File: src/design/ttsd_pkg.sv
// shared constants and the arctangent table for the tilt to servo duty block
package ttsd_pkg;

    // default duty range and rotation step count
    localparam int DUTY_MIN_DEF     = 1638;
    localparam int DUTY_MAX_DEF     = 8192;
    localparam int CORDIC_STEPS_DEF = 16;

    // length of the arctangent table
    localparam int ATAN_LEN = 24;

    // ninety degrees in 1/65536 degree units
    localparam logic signed [24:0] DEG90 = 25'sd5898240;

    // register map, word index
    localparam logic [2:0] REG_ALPHA   = 3'd0;
    localparam logic [2:0] REG_H_MIN   = 3'd1;
    localparam logic [2:0] REG_H_MAX   = 3'd2;
    localparam logic [2:0] REG_V_MIN   = 3'd3;
    localparam logic [2:0] REG_V_MAX   = 3'd4;
    localparam logic [2:0] REG_POT_LO  = 3'd5;
    localparam logic [2:0] REG_POT_HI  = 3'd6;
    localparam logic [2:0] REG_INVERT  = 3'd7;

    // atan(2^-i) in 1/65536 degree, rounded
    function automatic logic [21:0] atan_q16(input logic [4:0] idx);
        logic [21:0] r;
        case (idx)
            5'd0:    r = 22'd2949120;
            5'd1:    r = 22'd1740967;
            5'd2:    r = 22'd919879;
            5'd3:    r = 22'd466945;
            5'd4:    r = 22'd234379;
            5'd5:    r = 22'd117304;
            5'd6:    r = 22'd58666;
            5'd7:    r = 22'd29335;
            5'd8:    r = 22'd14668;
            5'd9:    r = 22'd7334;
            5'd10:   r = 22'd3667;
            5'd11:   r = 22'd1833;
            5'd12:   r = 22'd917;
            5'd13:   r = 22'd458;
            5'd14:   r = 22'd229;
            5'd15:   r = 22'd115;
            5'd16:   r = 22'd57;
            5'd17:   r = 22'd29;
            5'd18:   r = 22'd14;
            5'd19:   r = 22'd7;
            5'd20:   r = 22'd4;
            5'd21:   r = 22'd2;
            5'd22:   r = 22'd1;
            default: r = 22'd0;
        endcase
        return r;
    endfunction

endpackage

File: src/design/ttsd_tilt.sv
// one tilt axis: bit-serial square root, iterative cordic arctangent, serial filter
module ttsd_tilt
    import ttsd_pkg::*;
#(
    parameter int CORDIC_STEPS = CORDIC_STEPS_DEF
)
(
    input  logic               clk,
    input  logic               rst_n,
    input  logic               start,
    input  logic signed [15:0] num,
    input  logic signed [15:0] side_a,
    input  logic signed [15:0] side_b,
    input  logic [15:0]        alpha,
    output logic               done,
    output logic signed [23:0] filtered
);

    localparam int NSTEP = (CORDIC_STEPS < ATAN_LEN) ? CORDIC_STEPS : ATAN_LEN;
    localparam logic [4:0] ROT_LAST  = 5'(NSTEP - 1);
    localparam logic [4:0] ROOT_LAST = 5'd23;
    localparam logic [4:0] FILT_LAST = 5'd15;

    localparam logic [2:0] S_IDLE = 3'd0;
    localparam logic [2:0] S_SQA  = 3'd1;
    localparam logic [2:0] S_SQB  = 3'd2;
    localparam logic [2:0] S_ROOT = 3'd3;
    localparam logic [2:0] S_ROT  = 3'd4;
    localparam logic [2:0] S_ANG  = 3'd5;
    localparam logic [2:0] S_FILT = 3'd6;
    localparam logic [2:0] S_FIN  = 3'd7;

    logic [2:0]          state_reg, state_next;
    logic [4:0]          cnt_reg, cnt_next;
    logic                done_reg, done_next;
    logic [31:0]         sum_reg, sum_next;
    logic [47:0]         rad_reg, rad_next;
    logic [26:0]         rem_reg, rem_next;
    logic [23:0]         root_reg, root_next;
    logic signed [26:0]  x_reg, x_next, y_reg, y_next;
    logic signed [24:0]  z_reg, z_next;
    logic                zero_reg, zero_next;
    logic signed [24:0]  ang_reg, ang_next, diff_reg, diff_next;
    logic signed [41:0]  acc_reg, acc_next;
    logic [15:0]         ash_reg, ash_next;
    logic signed [23:0]  filt_reg, filt_next;

    logic signed [15:0]  sq_op;
    logic signed [31:0]  sq;
    logic [31:0]         sum_all;
    logic [26:0]         remsh, trial;
    logic signed [26:0]  dx, dy;
    logic signed [24:0]  atan_v, ang_sel;
    logic signed [41:0]  addend, rnd;
    logic signed [25:0]  newf;

    // shared squarer, root step, rotation shifts, angle select and filter terms
    always_comb
    begin
        sq_op   = (state_reg == S_SQA) ? side_a : side_b;
        sq      = sq_op * sq_op;
        sum_all = sum_reg + 32'(unsigned'(sq));
        remsh   = {rem_reg[24:0], rad_reg[47:46]};
        trial   = {1'b0, root_reg, 2'b01};
        dx      = y_reg >>> cnt_reg;
        dy      = x_reg >>> cnt_reg;
        atan_v  = signed'({3'b000, atan_q16(cnt_reg)});
        if (!zero_reg)
            ang_sel = z_reg;
        else if (num > 16'sd0)
            ang_sel = DEG90;
        else if (num < 16'sd0)
            ang_sel = -DEG90;
        else
            ang_sel = 25'sd0;
        addend  = ash_reg[15] ? 42'(diff_reg) : 42'sd0;
        rnd     = (acc_reg + 42'sd32768) >>> 16;
        newf    = 26'(ang_reg) + rnd[25:0];
    end

    // sequencer and datapath next values
    always_comb
    begin
        state_next = state_reg;
        cnt_next   = cnt_reg;
        done_next  = 1'b0;
        sum_next   = sum_reg;
        rad_next   = rad_reg;
        rem_next   = rem_reg;
        root_next  = root_reg;
        x_next     = x_reg;
        y_next     = y_reg;
        z_next     = z_reg;
        zero_next  = zero_reg;
        ang_next   = ang_reg;
        diff_next  = diff_reg;
        acc_next   = acc_reg;
        ash_next   = ash_reg;
        filt_next  = filt_reg;
        case (state_reg)
            S_IDLE:
            begin
                if (start)
                    state_next = S_SQA;
            end
            S_SQA:
            begin
                sum_next   = 32'(unsigned'(sq));
                zero_next  = (side_a == 16'sd0) && (side_b == 16'sd0);
                state_next = S_SQB;
            end
            S_SQB:
            begin
                rad_next   = {sum_all, 16'd0};
                rem_next   = 27'd0;
                root_next  = 24'd0;
                cnt_next   = 5'd0;
                state_next = S_ROOT;
            end
            S_ROOT:
            begin
                rad_next = {rad_reg[45:0], 2'b00};
                if (remsh >= trial)
                begin
                    rem_next  = remsh - trial;
                    root_next = {root_reg[22:0], 1'b1};
                end
                else
                begin
                    rem_next  = remsh;
                    root_next = {root_reg[22:0], 1'b0};
                end
                cnt_next = cnt_reg + 5'd1;
                if (cnt_reg == ROOT_LAST)
                begin
                    cnt_next   = 5'd0;
                    x_next     = signed'({3'b000, root_next});
                    y_next     = signed'({{3{num[15]}}, num, 8'd0});
                    z_next     = 25'sd0;
                    state_next = S_ROT;
                end
            end
            S_ROT:
            begin
                if (!y_reg[26])
                begin
                    x_next = x_reg + dx;
                    y_next = y_reg - dy;
                    z_next = z_reg + atan_v;
                end
                else
                begin
                    x_next = x_reg - dx;
                    y_next = y_reg + dy;
                    z_next = z_reg - atan_v;
                end
                cnt_next = cnt_reg + 5'd1;
                if (cnt_reg == ROT_LAST)
                    state_next = S_ANG;
            end
            S_ANG:
            begin
                ang_next   = ang_sel;
                diff_next  = 25'(filt_reg) - ang_sel;
                acc_next   = 42'sd0;
                ash_next   = alpha;
                cnt_next   = 5'd0;
                state_next = S_FILT;
            end
            S_FILT:
            begin
                acc_next = (acc_reg <<< 1) + addend;
                ash_next = {ash_reg[14:0], 1'b0};
                cnt_next = cnt_reg + 5'd1;
                if (cnt_reg == FILT_LAST)
                    state_next = S_FIN;
            end
            S_FIN:
            begin
                filt_next  = newf[23:0];
                done_next  = 1'b1;
                state_next = S_IDLE;
            end
            default:
            begin
                state_next = S_IDLE;
            end
        endcase
    end

    // control and filter state
    always_ff @(posedge clk or negedge rst_n)
    begin
        if (!rst_n)
        begin
            state_reg <= S_IDLE;
            cnt_reg   <= 5'd0;
            done_reg  <= 1'b0;
            filt_reg  <= 24'sd0;
        end
        else
        begin
            state_reg <= state_next;
            cnt_reg   <= cnt_next;
            done_reg  <= done_next;
            filt_reg  <= filt_next;
        end
    end

    // working registers
    always_ff @(posedge clk)
    begin
        sum_reg  <= sum_next;
        rad_reg  <= rad_next;
        rem_reg  <= rem_next;
        root_reg <= root_next;
        x_reg    <= x_next;
        y_reg    <= y_next;
        z_reg    <= z_next;
        zero_reg <= zero_next;
        ang_reg  <= ang_next;
        diff_reg <= diff_next;
        acc_reg  <= acc_next;
        ash_reg  <= ash_next;
    end

    assign done     = done_reg;
    assign filtered = filt_reg;

endmodule

File: config.mk
export PLATFORM = sky130hd
export DESIGN_NAME = ttsd_tilt
export DESIGN_NICKNAME = d
export VERILOG_FILES = /design/src/design/ttsd_pkg.sv /design/src/design/ttsd_tilt.sv
export SDC_FILE = /design/constraint.sdc
export NUM_CORES = 2
export LEC_CHECK = 0
export BUFFER_PORTS_ARGS = -buffer_cell sky130_fd_sc_hd__buf_2
export CAP_MARGIN = 20
export CELL_PAD_IN_SITES_DETAIL_PLACEMENT = 1
export CELL_PAD_IN_SITES_GLOBAL_PLACEMENT = 1
export CORE_MARGIN = 2
export CORE_UTILIZATION = 55
export CTS_CLUSTER_DIAMETER = 150
export DETAILED_ROUTE_END_ITERATION = 12
export PLACE_DENSITY = 0.95
export SLEW_MARGIN = 40
export SYNTH_ARGS = -nofsm -noshare
export SYNTH_HDL_FRONTEND = slang
export SYNTH_SLANG_ARGS = --single-unit
File: constraint.sdc
create_clock -name clk -period 34.2 [get_ports clk]
set_input_delay 6.84 -clock clk [delete_from_list [all_inputs] [get_ports clk]]
set_output_delay 6.84 -clock clk [all_outputs]
set_load 0.02 [all_outputs]
==> flow_metrics.tcl <==
set metrics [dict create \
    grt_usage_pct 39.2 \
    hold_viol_final 0 \
    fmax_mhz 57.4 \
    drive_gt1_share_pct 8.21 \
    cpPeakStageDelay_ps 640 \
    largest_register_ffs 40 \
    critical_path_class "in2reg" \
    grt_pass1_vias 37100 \
    slew_headroom_pct 18.7 \
    pin_count 92 \
    die_y_microns 264 \
    h-tree-depth 2 \
    wl_per_cell_microns 28.0 \
    synth_fp_nets 4642 \
    fin_crit_sh_pct 50.9 \
    start_util_pct 55.4 \
    clock_latency_ps 620 \
    cts_tree "done" \
    die-area_sq_um 69500 \
    cts_hold_buf 0 \
    drt_pass1_iterations 8 \
    critPathLaunchType "input pin" \
    synth-main-ff-cell "edfxtp_1" \
    ant_nets 0 \
    vias 34000 \
    numCtsBuffers 40 \
    synthArstFlopShare_pct 10.0 \
    cp.arrival_ps 17770 \
    antenna_found_initial 1 \
    diodes 0 \
    hold_path_depth 2 \
    critPathCaptureType "flop" \
    clock_sinks 330 \
    grt_pass1_wl_microns 214000 \
    slew_violations 0 \
    rows 95 \
    finalSetupViolCount 0 \
    path_depth 36 \
    synth_cells 4021 \
    critical_path.max_fanout 10 \
    drt_iter0_markers 3700 \
    drc 0 \
    crit_buf_inv 8 \
    die_w_microns 264 \
    synth_cell_types 93 \
    post-cts-setup-buffer-count 0 \
    portBuffers 91 \
    period_needed_ps 17420 \
    hp-class "reg2reg" \
    core_region_area_sq_um 66900 \
    fin_skew_ps 31.5 \
    cts_resized 0 \
    yosysWarningCount 0 \
    synth_edf_count 297 \
    hpwlAfterDp_microns 96400 \
    grt_overflow 0 \
    place.gp.congestion 0.947 \
    tightestPinTransition_ps 1210 \
    slowest_stage "a211oi_1" \
    fill_cells 7549 \
    maxCapViolations 0 \
    tns_ps 0 \
    cp.required_ps 34560 \
    yosysSeqAreaShare_pct 26.3 \
    syn_avg_cell_area_sq_um 9.23 \
    rsz0062_at_grt "no" \
    nets 4674 \
    clockBufferDepth 3 \
    path_clk_slew_ps 70 \
    area_growth_pct 7.15 \
    cp_top_family "adder cells" \
    ff2ff_path_depth 37 \
    vias_per_cell 6.86 \
    cts-root-buf "clkbuf_16" \
    status "finished, final reports clean" \
    netlist_area_sq_um 37100 \
    grt_max_degree 82 \
    ys_seq_elements 330 \
    wl_microns 139000 \
]
==> worst reg2reg max path: cells and delay by family, from the launching register on <==
family	cells	cell delay, ps
simple gates	9	2380
fa+ha+maj	8	3980
mux	2	1010
flops	1	710
xor+xnor	3	750
buf+inv	8	1630
compound gates	7	2180
==> routing by layer <==
metal | GRT usage, % | part of all wire, %
met2 | 67.2 | 49
met1 | 43.3 | 34
met3 | 7.21 | 8.4
met4 | 30.1 | 8.9
met5 | 0 | 0
==> worst paths after layout <==
check	endpoint	slack, ps	start
min	ash_reg[8]	510	ash_reg[7]
max reg2reg	rad_reg[47]	21310	state_reg[1]
max	rad_reg[47]	16780	side_b[3]
min reg2reg	ash_reg[8]	510	ash_reg[7]
max in group asynchronous	cnt_reg[0]	27590	rst_n
min in group asynchronous	filtered[17]	6200	rst_n
==> cells in the final DEF (no fill, tap or decap), drive strengths merged, types with 14 or more instances in the layout <==
cell type    n
clkbuf      49
edfxtp     297
nor3b       16
clkinv      21
nand2b      51
mux2i       82
inv        469
nor2       394
ha         311
a21boi      17
and2        44
xnor2      169
nand4       21
o21bai      27
dfrtp       33
nor3        76
a31oi       33
a21o        74
nand3       74
o21ai      206
or3         16
and3        31
nor2b       44
fa         243
o31ai       24
o21a        52
nand2      382
buf        123
xor2       115
a21oi      228
or2         14
o211ai      18
mux2        24
nor4        25
a211oi      41
mux4        69
==> cells by family after synthesis <==
kind of cell | count (synthesis) | synth area share [%]
simple gates | 1220 | 15.2
xor+xnor | 285 | 6.77
fa+ha+maj | 554 | 23.6
flops | 330 | 26.3
mux | 175 | 7.16
compound gates | 850 | 14.7
buf+inv | 607 | 6.38
==> cells in the mapped netlist (all sizes together), types with 24 or more instances <==
cell type  instances  area [sq um]
nor2b             44           275
xor2             115          1010
xnor2            169          1480
edfxtp           297          8920
o31ai             24           180
and3              31           194
inv              468          1760
nor3              76           380
a31oi             33           206
nand2b            51           319
mux2              24           270
mux2i             82           833
a21oi            228          1140
clkbuf            89           334
a21o              74           556
o21ai            206          1030
o21bai            27           203
nand3             74           370
nor2             394          1480
ha               311          3890
buf               44           255
mux4              69          1550
o21a              52           390
and2              44           275
nor4              25           163
dfrtp             33           826
a211oi            41           308
fa               243          4860
nand2            382          1430
==> metrics by stage <==
stage / util [%] / hold slack, ps / std cells / worst slack, ps / area (sq um)
global placement: 57.3 / 490 / 4884 / 17530 / 38400
finish: 59.4 / 512 / 4955 / 16780 / 39700
global route: 59.4 / 527 / 4955 / 16420 / 39700
floorplan: - / 484 / 4021 / 18820 / 37100
detailed placement: 57.4 / 498 / 4884 / 16750 / 38400
CTS: 59.4 / 513 / 4955 / 16720 / 39700
==> layout make-up <==
class | count | area (sq um) | share of cell area [%]
multi-input cells | 3084 | 25100 | 63.1
flip-flops and latches | 330 | 9750 | 24.5
inverters | 474 | 1780 | 4.48
well taps | 873 | 1090 | 2.75
clock buffers | 49 | 1070 | 2.70
repair buffers | 123 | 713 | 1.79
clock inverters | 22 | 263 | 0.661
Power is not shown: default switching activity piles up to over one toggle a cycle in this logic, so the estimate is an artifact.
