<file path="src/design/ttsd_pkg.sv">
// shared constants and the arctangent table for the tilt to servo duty block
package ttsd_pkg;

    // default duty range and rotation step count
    localparam int DUTY_MIN_DEF     = 1638;
    localparam int DUTY_MAX_DEF     = 8192;
    localparam int CORDIC_STEPS_DEF = 16;

    // length of the arctangent table
    localparam int ATAN_LEN = 24;

    // ninety degrees in 1/65536 degree units
    localparam logic signed [24:0] DEG90 = 25'sd5898240;

    // register map, word index
    localparam logic [2:0] REG_ALPHA   = 3'd0;
    localparam logic [2:0] REG_H_MIN   = 3'd1;
    localparam logic [2:0] REG_H_MAX   = 3'd2;
    localparam logic [2:0] REG_V_MIN   = 3'd3;
    localparam logic [2:0] REG_V_MAX   = 3'd4;
    localparam logic [2:0] REG_POT_LO  = 3'd5;
    localparam logic [2:0] REG_POT_HI  = 3'd6;
    localparam logic [2:0] REG_INVERT  = 3'd7;

    // atan(2^-i) in 1/65536 degree, rounded
    function automatic logic [21:0] atan_q16(input logic [4:0] idx);
        logic [21:0] r;
        case (idx)
            5'd0:    r = 22'd2949120;
            5'd1:    r = 22'd1740967;
            5'd2:    r = 22'd919879;
            5'd3:    r = 22'd466945;
            5'd4:    r = 22'd234379;
            5'd5:    r = 22'd117304;
            5'd6:    r = 22'd58666;
            5'd7:    r = 22'd29335;
            5'd8:    r = 22'd14668;
            5'd9:    r = 22'd7334;
            5'd10:   r = 22'd3667;
            5'd11:   r = 22'd1833;
            5'd12:   r = 22'd917;
            5'd13:   r = 22'd458;
            5'd14:   r = 22'd229;
            5'd15:   r = 22'd115;
            5'd16:   r = 22'd57;
            5'd17:   r = 22'd29;
            5'd18:   r = 22'd14;
            5'd19:   r = 22'd7;
            5'd20:   r = 22'd4;
            5'd21:   r = 22'd2;
            5'd22:   r = 22'd1;
            default: r = 22'd0;
        endcase
        return r;
    endfunction

endpackage

</file>
<file path="src/design/ttsd_duty.sv">
// clamp, mirror and linear map of one value onto the duty range, bit-serial divide
module ttsd_duty
    import ttsd_pkg::*;
#(
    parameter int DUTY_MIN = DUTY_MIN_DEF,
    parameter int DUTY_MAX = DUTY_MAX_DEF
)
(
    input  logic               clk,
    input  logic               rst_n,
    input  logic               start,
    input  logic signed [24:0] value,
    input  logic signed [24:0] lo,
    input  logic signed [24:0] hi,
    input  logic               mirror,
    output logic               done,
    output logic [13:0]        duty
);

    localparam logic signed [16:0] SPAN  = 17'(DUTY_MAX - DUTY_MIN);
    localparam logic signed [18:0] MIN_S = 19'(DUTY_MIN);
    localparam logic signed [18:0] MAX_S = 19'(DUTY_MAX);
    localparam logic [4:0] DIV_LAST = 5'd16;

    localparam logic [2:0] S_IDLE = 3'd0;
    localparam logic [2:0] S_MUL  = 3'd1;
    localparam logic [2:0] S_PREP = 3'd2;
    localparam logic [2:0] S_DIV  = 3'd3;
    localparam logic [2:0] S_FIN  = 3'd4;

    logic [2:0]         state_reg, state_next;
    logic [4:0]         cnt_reg, cnt_next;
    logic               done_reg, done_next;
    logic signed [25:0] off_reg, off_next, den_reg, den_next;
    logic signed [42:0] n_reg, n_next;
    logic               neg_reg, neg_next, eq_reg, eq_next;
    logic [25:0]        rem_reg, rem_next, dmag_reg, dmag_next;
    logic [16:0]        qsh_reg, qsh_next;
    logic [13:0]        duty_reg, duty_next;

    logic signed [24:0] vc;
    logic [42:0]        nmag;
    logic [26:0]        remsh, dext;
    logic signed [18:0] q, qd;

    // clamp, magnitude, division step, quotient sign and duty range limit
    always_comb
    begin
        if (value < lo)
            vc = lo;
        else if (value > hi)
            vc = hi;
        else
            vc = value;
        nmag  = n_reg[42] ? 43'(-n_reg) : 43'(n_reg);
        remsh = {rem_reg, qsh_reg[16]};
        dext  = {1'b0, dmag_reg};
        q     = neg_reg ? -(19'(qsh_reg) + 19'(rem_reg != 26'd0)) : 19'(qsh_reg);
        qd    = eq_reg ? MIN_S : q + MIN_S;
        if (qd < MIN_S)
            qd = MIN_S;
        if (qd > MAX_S)
            qd = MAX_S;
    end

    always_comb
    begin
        state_next = state_reg;
        cnt_next   = cnt_reg;
        done_next  = 1'b0;
        off_next   = off_reg;
        den_next   = den_reg;
        n_next     = n_reg;
        neg_next   = neg_reg;
        eq_next    = eq_reg;
        rem_next   = rem_reg;
        dmag_next  = dmag_reg;
        qsh_next   = qsh_reg;
        duty_next  = duty_reg;
        case (state_reg)
            S_IDLE:
            begin
                if (start)
                begin
                    off_next   = mirror ? 26'(hi) - 26'(vc) : 26'(vc) - 26'(lo);
                    den_next   = 26'(hi) - 26'(lo);
                    state_next = S_MUL;
                end
            end
            S_MUL:
            begin
                n_next     = 43'(off_reg) * 43'(SPAN);
                state_next = S_PREP;
            end
            S_PREP:
            begin
                neg_next   = n_reg[42] ^ den_reg[25];
                eq_next    = (den_reg == 26'sd0);
                dmag_next  = den_reg[25] ? 26'(-den_reg) : 26'(den_reg);
                rem_next   = nmag[42:17];
                qsh_next   = nmag[16:0];
                cnt_next   = 5'd0;
                state_next = S_DIV;
            end
            S_DIV:
            begin
                if (remsh >= dext)
                begin
                    rem_next = 26'(remsh - dext);
                    qsh_next = {qsh_reg[15:0], 1'b1};
                end
                else
                begin
                    rem_next = remsh[25:0];
                    qsh_next = {qsh_reg[15:0], 1'b0};
                end
                cnt_next = cnt_reg + 5'd1;
                if (cnt_reg == DIV_LAST)
                    state_next = S_FIN;
            end
            S_FIN:
            begin
                duty_next  = qd[13:0];
                done_next  = 1'b1;
                state_next = S_IDLE;
            end
            default:
            begin
                state_next = S_IDLE;
            end
        endcase
    end

    always_ff @(posedge clk or negedge rst_n)
    begin
        if (!rst_n)
        begin
            state_reg <= S_IDLE;
            cnt_reg   <= 5'd0;
            done_reg  <= 1'b0;
        end
        else
        begin
            state_reg <= state_next;
            cnt_reg   <= cnt_next;
            done_reg  <= done_next;
        end
    end

    always_ff @(posedge clk)
    begin
        off_reg  <= off_next;
        den_reg  <= den_next;
        n_reg    <= n_next;
        neg_reg  <= neg_next;
        eq_reg   <= eq_next;
        rem_reg  <= rem_next;
        dmag_reg <= dmag_next;
        qsh_reg  <= qsh_next;
        duty_reg <= duty_next;
    end

    assign done = done_reg;
    assign duty = duty_reg;

endmodule

</file>
<file path="config.mk">
export PLATFORM = sky130hd
export DESIGN_NAME = ttsd_duty
export DESIGN_NICKNAME = d
export VERILOG_FILES = /design/src/design/ttsd_pkg.sv /design/src/design/ttsd_duty.sv
export SDC_FILE = /design/constraint.sdc
export NUM_CORES = 1
export LEC_CHECK = 0
export CAP_MARGIN = 0
export CORE_ASPECT_RATIO = 0.6
export CORE_MARGIN = 4
export CORE_UTILIZATION = 43
export DETAILED_ROUTE_END_ITERATION = 8
export DONT_BUFFER_PORTS = 1
export PLACE_DENSITY_LB_ADDON = 0.05
export SYNTH_ARGS = -nofsm -noshare
export SYNTH_HDL_FRONTEND = slang
export SYNTH_SLANG_ARGS = --single-unit
</file>
<file path="constraint.sdc">
create_clock -name clk -period 17.3 [get_ports clk]
set_input_delay 1.73 -clock clk [delete_from_list [all_inputs] [get_ports clk]]
set_output_delay 1.73 -clock clk [all_outputs]
set_load 0.05 [all_outputs]
</file>
==> results.sh, run 1 <==
export IMPL_outcome="completed"
export IMPL_slew_headroom_pct=21.8
export IMPL_syn_area_um2=22600
export IMPL_htreeDepth=4
export IMPL_routed_via_density=5.82
export IMPL_finalHoldViolCount=0
export IMPL_post_cts_resize_count=0
export IMPL_drtIter0Drc=1643
export IMPL_num_vias=18200
export IMPL_cts_buffers=17
export IMPL_syn_area_per_cell_um2=9.23
export IMPL_syn_inst=2446
export IMPL_synth_commonest_cells="inv_1 (308), ha_1 (284), edfxtp_1 (176), nand2_1 (166), a21oi_1 (138)"
export IMPL_ys_warn_count=0
export IMPL_maxSlewViolCount=0
export IMPL_dieArea_um2=56400
export IMPL_antenna_found_initial=4
export IMPL_slowest_stage="o31ai_1"
export IMPL_grt_pass1_vias=17400
export IMPL_yosys_register_bits=185
export IMPL_grt_pass1_wl_mm=106
export IMPL_worst_clock_skew_ps=11.2
export IMPL_rows=64
export IMPL_crit_top_cell="ha_1"
export IMPL_arrival_ps=8080
export IMPL_numPortBuffers=0
export IMPL_min_from="state_reg[2]$_DFFE_PN0P_"
export IMPL_worst_path_buf_inv=2
export IMPL_synth_edff_count=176
export IMPL_final_nets=2907
export IMPL_synth_top_area_share_pct=23.4
export IMPL_coreArea_um2=51400
export IMPL_place_congestion=1.01
export IMPL_criticalPathCategory="flip-flop to flip-flop"
export IMPL_place_hpwl_mm=57.1
export IMPL_ff2ff_path_depth=26
export IMPL_initial_utilization_pct=43.9
export IMPL_tns_ps=0
export IMPL_syn_to_final_growth_pct=6.34
export IMPL_fin_crit_sh_pct=45.2
export IMPL_synthTopCellsByArea="edfxtp_1 (23%), ha_1 (16%), fa_1 (10%)"
export IMPL_worstSetupEndpointType="flip-flop"
export IMPL_critPathLaunchType="flip-flop"
export IMPL_synth_top_cell_by_area="edfxtp_1"
export IMPL_min_to="state_reg[0]$_DFFE_PN0P_"
export IMPL_finalSetupViolCount=0
export IMPL_pre_cts_ws_ps=9730
export IMPL_p_leak_nw=10.6
export IMPL_clk_pin_slew_worst_paths_ps=70
export IMPL_clk_path_buf_depth=2
export IMPL_clockRootBuffer="clkbuf_16"
export IMPL_die_x_um=304
export IMPL_rsz0062_at_grt="false"
export IMPL_ir_drop_mv=0.0948
export IMPL_tightest_slew_ps=1160
export IMPL_layout_drive_gt1_share_pct=6.27
export IMPL_fin_ws_ps=9470
export IMPL_r2r_start="rem_reg[19]$_DFFE_PN_"
export IMPL_cts_hold_buf=0
export IMPL_fp_dieH_um=186
export IMPL_seq_area_frac_synth_pct=24.4
export IMPL_cts_sinks=185
export IMPL_synth_most_common_cell="inv_1"
export IMPL_grt_overflow=0
export IMPL_ys_flop_type="edfxtp_1"
export IMPL_crit_required_ps=17550
export IMPL_drc_errors=0
export IMPL_io_pins=94
export IMPL_wl_per_cell_um=21.8
export IMPL_reg2reg_slack_ps=9470
export IMPL_grt_start_max_net_pins=60
export IMPL_postCtsSetupBuffers=0
export IMPL_synth_cell_types=89
export IMPL_finalCriticalPeriod_ps=7830
export IMPL_cts_tree="done"
export IMPL_drv_cap=0
export IMPL_synthArstFlopShare_pct=4.86
export IMPL_wl_mm=68.3
export IMPL_critPathTopFamily="simple AND/OR/NAND/NOR gates"
export IMPL_clk_latency_ps=450
export IMPL_p_per_area_nw_per_um2=150
export IMPL_grtUsageTotal_pct=24.3
export IMPL_fmaxAchievable_ghz=0.128
export IMPL_hold_depth=1
export IMPL_min_path_type="flip-flop to flip-flop"
export IMPL_largest_reg_flops=39
export IMPL_firstDrtPassIters=5
export IMPL_r2r_end="duty[2]$_SDFFCE_PN0P_"
export IMPL_critPathMaxStageDelay_ps=550
export IMPL_worstPathMaxFanout=11
export IMPL_syn_nets=2925
export IMPL_ant_nets=0
## worst reg2reg max path: stages, from the launching register on
cell and delay [ps]:
edfxtp_1 430, nor4_1 470, nand3_1 230, nor2_1 330
ha_1 340, ha_1 240, inv_1 60, ha_1 220
o21bai_1 290, a211oi_1 130, o31ai_1 550, a211oi_1 100
buf_4 210, or3_1 330, a211o_1 360, nor3_2 140
mux2i_1 320, nand2_2 280, nor4_2 350, ha_1 360
nor2_1 470, nand4_1 170, nor4_1 240, nand4b_1 170
a21oi_2 400, nor3_1 160, a211oi_1 280
## routing by layer
metal  vias to the layer above  share of wire [%]  routed length, um  GRT usage (%)
met3                        32                8.3               5670           6.15
met4                         6               0.53                361           2.85
met5                         -               0.28                190           1.91
met1                      8860                 55              37600           40.5
met2                       584                 36              24500           31.0
li1                       8743                  -                  -              -
## cells by family after synthesis
logic type | count (synthesis) | synth area share [%]
AOI/OAI and AO/OA | 604 | 17.7
xor gates and xnor gates | 191 | 7.41
DFF | 185 | 24.4
buffers and inverters | 360 | 6.08
and+or+nand+nor | 594 | 13.0
muxes | 112 | 5.32
adders and majority gates | 400 | 26.0
## how the worst max path moves through the flow
| stage | startpoint | end | slack, ps | depth (start not counted) |
|---|---|---|---|---|
| floorplan | hi[1] | off_reg[18]$_DFFE_PP_ | 10340 | 24 |
| detailed placement | rem_reg[19]$_DFFE_PN_ | duty[2]$_SDFFCE_PN0P_ | 9730 | 26 |
| global placement | lo[10] | off_reg[24]$_DFFE_PP_ | 9900 | 26 |
| finish | rem_reg[19]$_DFFE_PN_ | duty[2]$_SDFFCE_PN0P_ | 9470 | 26 |
| CTS | rem_reg[19]$_DFFE_PN_ | duty[2]$_SDFFCE_PN0P_ | 9690 | 26 |
| global route | rem_reg[19]$_DFFE_PN_ | duty[2]$_SDFFCE_PN0P_ | 8850 | 26 |
## through the flow
stage | instance area [um^2] | hold WS [ps] | instances | power, mW | util (%)
final | 24000 | 538 | 3134 | 3.60 | 46.7
after global routing | 24000 | 560 | 3133 | 3.90 | 46.7
after floorplan | 22600 | 426 | 2446 | 2.55 | -
after detailed placement | 23400 | 520 | 3102 | 3.11 | 45.5
after global placement | 23400 | 518 | 3102 | 3.09 | 45.5
after CTS | 24000 | 531 | 3133 | 3.57 | 46.7
## layout make-up
cell class / count / area (um^2)
fill: 5029 / 27400
multi-input combinational: 1901 / 15700
sequential: 185 / 5510
inverter: 310 / 1160
tap: 693 / 867
clock buffer: 17 / 425
clock inverter: 14 / 201
timing repair buffer: 13 / 97.6
antenna: 1 / 2.50
## where the power goes
| part | total, mW | internal [mW] | switching [mW] |
|---|---|---|---|
| logic | 2.36 | 0.931 | 1.43 |
| clock network | 0.439 | 0.255 | 0.184 |
| registers | 0.797 | 0.706 | 0.0913 |
| total | 3.60 | 1.89 | 1.71 |
## cells in the final DEF (no fill, tap or decap), types with 14 or more instances in the layout
master | synthesis | routed
mux2i_1 | 54 | 54
inv_1 | 308 | 307
a31oi_1 | 25 | 25
and3_1 | 22 | 22
edfxtp_1 | 176 | 176
a21oi_1 | 138 | 136
nor4_1 | 20 | 20
clkbuf_16 | 0 | 17
nand4_1 | 14 | 14
nor2_1 | 134 | 133
o31ai_1 | 34 | 34
o211ai_1 | 19 | 19
a21o_1 | 63 | 63
nand3_1 | 45 | 45
ha_1 | 284 | 284
or2_2 | 15 | 15
nand2b_1 | 37 | 37
mux2_2 | 56 | 56
o21ai_0 | 127 | 127
xor2_1 | 73 | 73
a211oi_1 | 25 | 25
nor2b_1 | 21 | 21
fa_1 | 116 | 116
nor3_1 | 54 | 53
nand2_1 | 166 | 165
o21bai_1 | 17 | 17
o21a_1 | 29 | 29
xnor2_1 | 118 | 118
Power figures use the tool's default switching activity.
==> run 2: changes to the inputs <==
==> constraint.sdc (replaced) <==
create_clock -name clk -period 6.65 [get_ports clk]
set_input_delay 0.665 -clock clk [delete_from_list [all_inputs] [get_ports clk]]
set_output_delay 0.665 -clock clk [all_outputs]
set_load 0.05 [all_outputs]
==> run 2 against run 1 <==
Effect of this change:
- setup slack worse by 9100 ps
- via count grew 0.73%
- cell area increased by 0.70%
- first-iteration DRC count down 5.3%
- sequential share of layout area shrank 0.16 points
- wire length rose by 0.11%
- cell count increased by 0.57%
- global-route usage is essentially flat
- combinational power grew to 2.7 times the previous value
- utilization increased by 0.33 points
- clock skew about the same
- critical path type unchanged
==> results.sh, run 2 (synthesis results as in run 1) <==
export IMPL_outcome="completed"
export IMPL_n_fill_cell=4965
export IMPL_r2r_end="duty[7]$_SDFFCE_PN0P_"
export IMPL_ir_drop_mv=0.262
export IMPL_whs_ps=416
export IMPL_min_to="state_reg[0]$_DFFE_PN0P_"
export IMPL_maxSlewViolCount=0
export IMPL_reg2reg_slack_ps=390
export IMPL_num_vias=18400
export IMPL_die_x_um=304
export IMPL_p_leak_nw=10.7
export IMPL_multi_input_area_um2=15800
export IMPL_grt_pass1_wl_mm=106
export IMPL_wl_per_cell_um=21.7
export IMPL_ant_nets=0
export IMPL_fin_crit_sh_pct=94.2
export IMPL_critPathMaxStageDelay_ps=450
export IMPL_instances_no_fill=3152
export IMPL_ff2ff_path_depth=26
export IMPL_clk_pin_slew_worst_paths_ps=80
export IMPL_finalPower_mw=9.48
export IMPL_wl_mm=68.4
export IMPL_slew_headroom_pct=17.9
export IMPL_clk_path_buf_depth=2
export IMPL_layout_commonest_cell="inv_1"
export IMPL_worstSetupEndpointType="flip-flop"
export IMPL_clk_latency_ps=460
export IMPL_p_per_area_nw_per_um2=392
export IMPL_drc_errors=0
export IMPL_grt_overflow=0
export IMPL_crit_top_cell="ha_1"
export IMPL_finalHoldViolCount=0
export IMPL_drtIter0Drc=1556
export IMPL_cts_sinks=185
export IMPL_place_hpwl_mm=57.1
export IMPL_criticalPathCategory="flip-flop to flip-flop"
export IMPL_routed_via_density=5.82
export IMPL_crit_required_ps=6930
export IMPL_numPortBuffers=0
export IMPL_drv_cap=0
export IMPL_finalCriticalPeriod_ps=6260
export IMPL_finalSetupViolCount=0
export IMPL_r2r_start="rem_reg[19]$_DFFE_PN_"
export IMPL_tightest_slew_ps=1220
export IMPL_coreArea_um2=51400
export IMPL_htreeDepth=4
export IMPL_rows=64
export IMPL_grt_pass1_vias=17900
export IMPL_placedCellCount=3119
export IMPL_clockRootBuffer="clkbuf_16"
export IMPL_antenna_found_initial=1
export IMPL_arrival_ps=6550
export IMPL_tns_ps=0
export IMPL_postCtsSetupBuffers=0
export IMPL_cp_depth=26
export IMPL_place_congestion=0.958
export IMPL_initial_utilization_pct=43.9
export IMPL_syn_to_final_growth_pct=7.08
export IMPL_grtUsageTotal_pct=24.3
export IMPL_worstPathMaxFanout=10
export IMPL_register_area_um2=5510
export IMPL_slowest_stage="edfxtp_1"
export IMPL_io_pins=94
export IMPL_min_from="start"
export IMPL_diodes=0
export IMPL_most_common_layout_cells="inv_1 (307), ha_1 (283), edfxtp_1 (176)"
export IMPL_final_nets=2925
export IMPL_dieArea_um2=56400
export IMPL_min_path_type="input pin to flip-flop"
export IMPL_fp_dieH_um=186
export IMPL_cts_tree="done"
export IMPL_firstDrtPassIters=5
export IMPL_critPathTopFamily="simple AND/OR/NAND/NOR gates"
export IMPL_largest_reg_flops=39
export IMPL_cts_buffers=17
export IMPL_rsz0062_at_grt="false"
export IMPL_layout_drive_gt1_share_pct=7.40
export IMPL_fmaxAchievable_ghz=0.160
export IMPL_grt_start_max_net_pins=53
export IMPL_worst_clock_skew_ps=11.5
export IMPL_final_core_utilization_pct=47.0
export IMPL_critPathLaunchType="flip-flop"
export IMPL_worst_path_buf_inv=2
export IMPL_hold_depth=2
run 2: changes by cell type in the layout (fill, tap and decap cells not counted), sizes merged:
cell	before	now
clkinv	10	6
bufinv	5	0
inv	309	312
clkbuf	17	24
dlygate4sd3	0	1
buf	13	30
diode	1	0
run 2: repair_timing:
| action | CTS | global route |
|---|---|---|
| gates resized for setup | 0 | 12 |
| hold buffers | 1 | 0 |
| setup endpoints to repair | 0 | 13 |
| hold endpoints to repair | 9 | 0 |
run 2: cell type report:
type	instances	area share, %
clock buffer	24	2.22
clock inverter	8	0.285
inverter	310	4.81
multi-input combinational	1901	65.3
sequential	185	22.8
tap	693	3.59
timing repair buffer	31	0.973
run 2: worst max path at each step:
stage	end	slack (ps)	from
after floorplan	off_reg[18]$_DFFE_PP_	750	hi[1]
after global placement	off_reg[25]$_DFFE_PP_	190	lo[1]
after detailed placement	duty[11]$_SDFFCE_PN0P_	60	rem_reg[19]$_DFFE_PN_
after CTS	duty[11]$_SDFFCE_PN0P_	50	rem_reg[19]$_DFFE_PN_
after global routing	duty[7]$_SDFFCE_PN0P_	3	rem_reg[19]$_DFFE_PN_
final	duty[7]$_SDFFCE_PN0P_	390	rem_reg[19]$_DFFE_PN_
run 2: through the flow:
stage | instance area (um^2) | setup WS, ps
final | 24200 | 387
after global routing | 24200 | 2.87
after CTS | 24100 | 51.1
after detailed placement | 23500 | 59.1
after global placement | 23500 | 188
after floorplan | 22600 | 750
run 2: routing by layer:
metal / track usage (%) / wire length (um)
met5: 0 / 0
met4: 3.76 / 658
met3: 6.51 / 6370
met1: 39.9 / 37100
met2: 31.2 / 24200
run 2: power breakdown:
group | switching (mW) | internal [mW] | leakage [nW]
sequential | 0.259 | 1.84 | 1.77
clock | 0.514 | 0.579 | 0.300
combinational | 3.77 | 2.53 | 8.61
total | 4.54 | 4.94 | 10.7
==> run 3: changes to the inputs <==
--- a/config.mk
+++ b/config.mk
@@ -6,11 +6,14 @@
 export NUM_CORES = 1
 export LEC_CHECK = 0
 export CAP_MARGIN = 0
+export CELL_PAD_IN_SITES_DETAIL_PLACEMENT = 1
+export CELL_PAD_IN_SITES_GLOBAL_PLACEMENT = 2
 export CORE_ASPECT_RATIO = 0.6
 export CORE_MARGIN = 4
-export CORE_UTILIZATION = 43
+export CORE_UTILIZATION = 38
 export DETAILED_ROUTE_END_ITERATION = 8
 export DONT_BUFFER_PORTS = 1
+export HOLD_SLACK_MARGIN = 0.05
 export PLACE_DENSITY_LB_ADDON = 0.05
 export SYNTH_ARGS = -nofsm -noshare
 export SYNTH_HDL_FRONTEND = slang
==> run 3 against run 2 <==
Effect of this change:
- flip-flop and latch count stayed put
- cell area is 0.53% higher
- critical endpoint is now duty[9]$_SDFFCE_PN0P_
- clock power is 6% lower
- utilization is 5.2 points lower
- clock skew is 1.6 ps higher
- setup slack worse by 40 ps
- critical path type unchanged
- combinational power is 2% higher
- register-to-register slack worse by 40 ps
==> results.sh, run 3 (synthesis results as in run 1) <==
export IMPL_clk_latency_ps=470
export IMPL_syn_to_final_growth_pct=7.65
export IMPL_layout_commonest_cell="inv_1"
export IMPL_drv_cap=0
export IMPL_crit_top_cell="ha_1"
export IMPL_clk_pin_slew_worst_paths_ps=70
export IMPL_top_layer="met4"
export IMPL_r2r_end="duty[9]$_SDFFCE_PN0P_"
export IMPL_fmaxAchievable_ghz=0.159
export IMPL_ant_nets=0
export IMPL_cts_tree="done"
export IMPL_grt_overflow=0
export IMPL_grt_pass1_wl_mm=118
export IMPL_p_leak_nw=10.7
export IMPL_slowest_stage="or4_4"
export IMPL_grt_start_max_net_pins=53
export IMPL_place_area_um2=23600
export IMPL_num_vias=18500
export IMPL_wl_per_cell_um=23.8
export IMPL_n_fill_cell=6688
export IMPL_fin_crit_sh_pct=94.8
export IMPL_coreArea_um2=58100
export IMPL_rows=68
export IMPL_most_common_layout_cells="inv_1 (307), ha_1 (284), edfxtp_1 (176)"
export IMPL_crit_required_ps=6970
export IMPL_io_pins=94
export IMPL_dieArea_um2=63500
export IMPL_final_nets=2932
export IMPL_place_congestion=0.917
export IMPL_critPathTopFamily="simple AND/OR/NAND/NOR gates"
export IMPL_initial_utilization_pct=38.9
export IMPL_min_path_type="input pin to flip-flop"
export IMPL_worstPathMaxFanout=9
export IMPL_worst_path_buf_inv=3
export IMPL_criticalPathCategory="flip-flop to flip-flop"
export IMPL_arrival_ps=6620
export IMPL_place_hpwl_mm=65.2
export IMPL_cts_buffers=17
export IMPL_startpoint="rem_reg[0]$_DFFE_PN_"
export IMPL_finalSetupViolCount=0
export IMPL_wl_met1_mm=42.7
export IMPL_dr_wl_met3_mm=5.40
export IMPL_wl_mm=77.0
export IMPL_fp_dieH_um=197
export IMPL_finalHoldViolCount=0
export IMPL_critPathMaxStageDelay_ps=550
export IMPL_diodes=0
export IMPL_crit_end="duty[9]$_SDFFCE_PN0P_"
export IMPL_cp_depth=27
export IMPL_p_per_area_nw_per_um2=394
export IMPL_slew_headroom_pct=14.2
export IMPL_finalCriticalPeriod_ps=6300
export IMPL_ir_drop_mv=0.242
export IMPL_wl_met2_mm=28.6
export IMPL_worst_clock_skew_ps=13.1
export IMPL_drc_errors=0
export IMPL_grtUsageTotal_pct=24.4
export IMPL_hold_depth=2
export IMPL_numPortBuffers=0
export IMPL_clockRootBuffer="clkbuf_16"
export IMPL_rsz0062_at_grt="false"
export IMPL_htreeDepth=4
export IMPL_antenna_found_initial=0
export IMPL_maxSlewViolCount=0
export IMPL_routed_via_density=5.72
export IMPL_finalPower_mw=9.59
export IMPL_drtIter0Drc=1397
export IMPL_outcome="completed"
export IMPL_critPathLaunchType="flip-flop"
export IMPL_largest_reg_flops=39
export IMPL_firstDrtPassIters=5
export IMPL_r2r_start="rem_reg[0]$_DFFE_PN_"
export IMPL_ff2ff_path_depth=27
export IMPL_layout_drive_gt1_share_pct=7.70
export IMPL_reg2reg_slack_ps=350
export IMPL_tightest_slew_ps=1280
export IMPL_tns_ps=0
export IMPL_grt_pass1_vias=19000
export IMPL_worstSetupEndpointType="flip-flop"
export IMPL_cts_sinks=185
export IMPL_die_x_um=323
export IMPL_stdcell_area_um2=24300
export IMPL_clk_path_buf_depth=2
## run 3: changes by cell type in the layout (fill, tap and decap cells not counted), sizes merged
cell      before  now
clkinv         6    8
bufinv         0    1
clkbuf        24   20
clkinvlp       0    3
inv          312  310
buf           30   37
## run 3: worst min-delay path by stage
stage / end / slack, ps / start
after floorplan: cnt_reg[0]$_DFFE_PN0N_ / 370 / rst_n
after global placement: cnt_reg[0]$_DFFE_PN0N_ / 370 / rst_n
after detailed placement: cnt_reg[0]$_DFFE_PN0N_ / 370 / rst_n
after CTS: off_reg[7]$_DFFE_PP_ / 370 / mirror
after global routing: state_reg[0]$_DFFE_PN0P_ / 380 / start
final: state_reg[0]$_DFFE_PN0P_ / 400 / start
## run 3: cell type report
class | instances | area [um^2] | share of cell area, %
clock buffers | 20 | 437 | 1.80
clock inverters | 12 | 119 | 0.489
inverters | 310 | 1160 | 4.79
multi-input cells | 1901 | 15800 | 65.1
flip-flops and latches | 185 | 5510 | 22.7
well taps | 770 | 963 | 3.96
repair buffers | 38 | 288 | 1.18
## run 3: metal layers
| metal | global-route usage [%] | up-vias |
|---|---|---|
| met5 | 0 | - |
| met3 | 6.41 | 17 |
| met2 | 32.3 | 373 |
| li1 | - | 8777 |
| met1 | 40.0 | 9335 |
| met4 | 2.65 | 0 |
## run 3: power by group
part / internal (mW) / switching, mW
Combinational: 2.55 / 3.89
Sequential: 1.84 / 0.279
Clock: 0.521 / 0.511
## run 3: per-stage QoR
step / hold slack, ps / instances / setup WS, ps / utilization, %
after floorplan: 369 / 2446 / 750 / -
after global placement: 370 / 3201 / 118 / 40.7
after detailed placement: 370 / 3201 / 48.0 / 40.7
after CTS: 375 / 3234 / 82.1 / 41.7
after global routing: 378 / 3236 / 17.0 / 41.8
final: 403 / 3236 / 347 / 41.8
## run 3: timing repair
action	in CTS	in global routing
hold buffers	1	0
endpoints found under the setup margin	0	13
buffers inserted	0	2
resized for setup	0	15
hold endpoints to repair	9	0
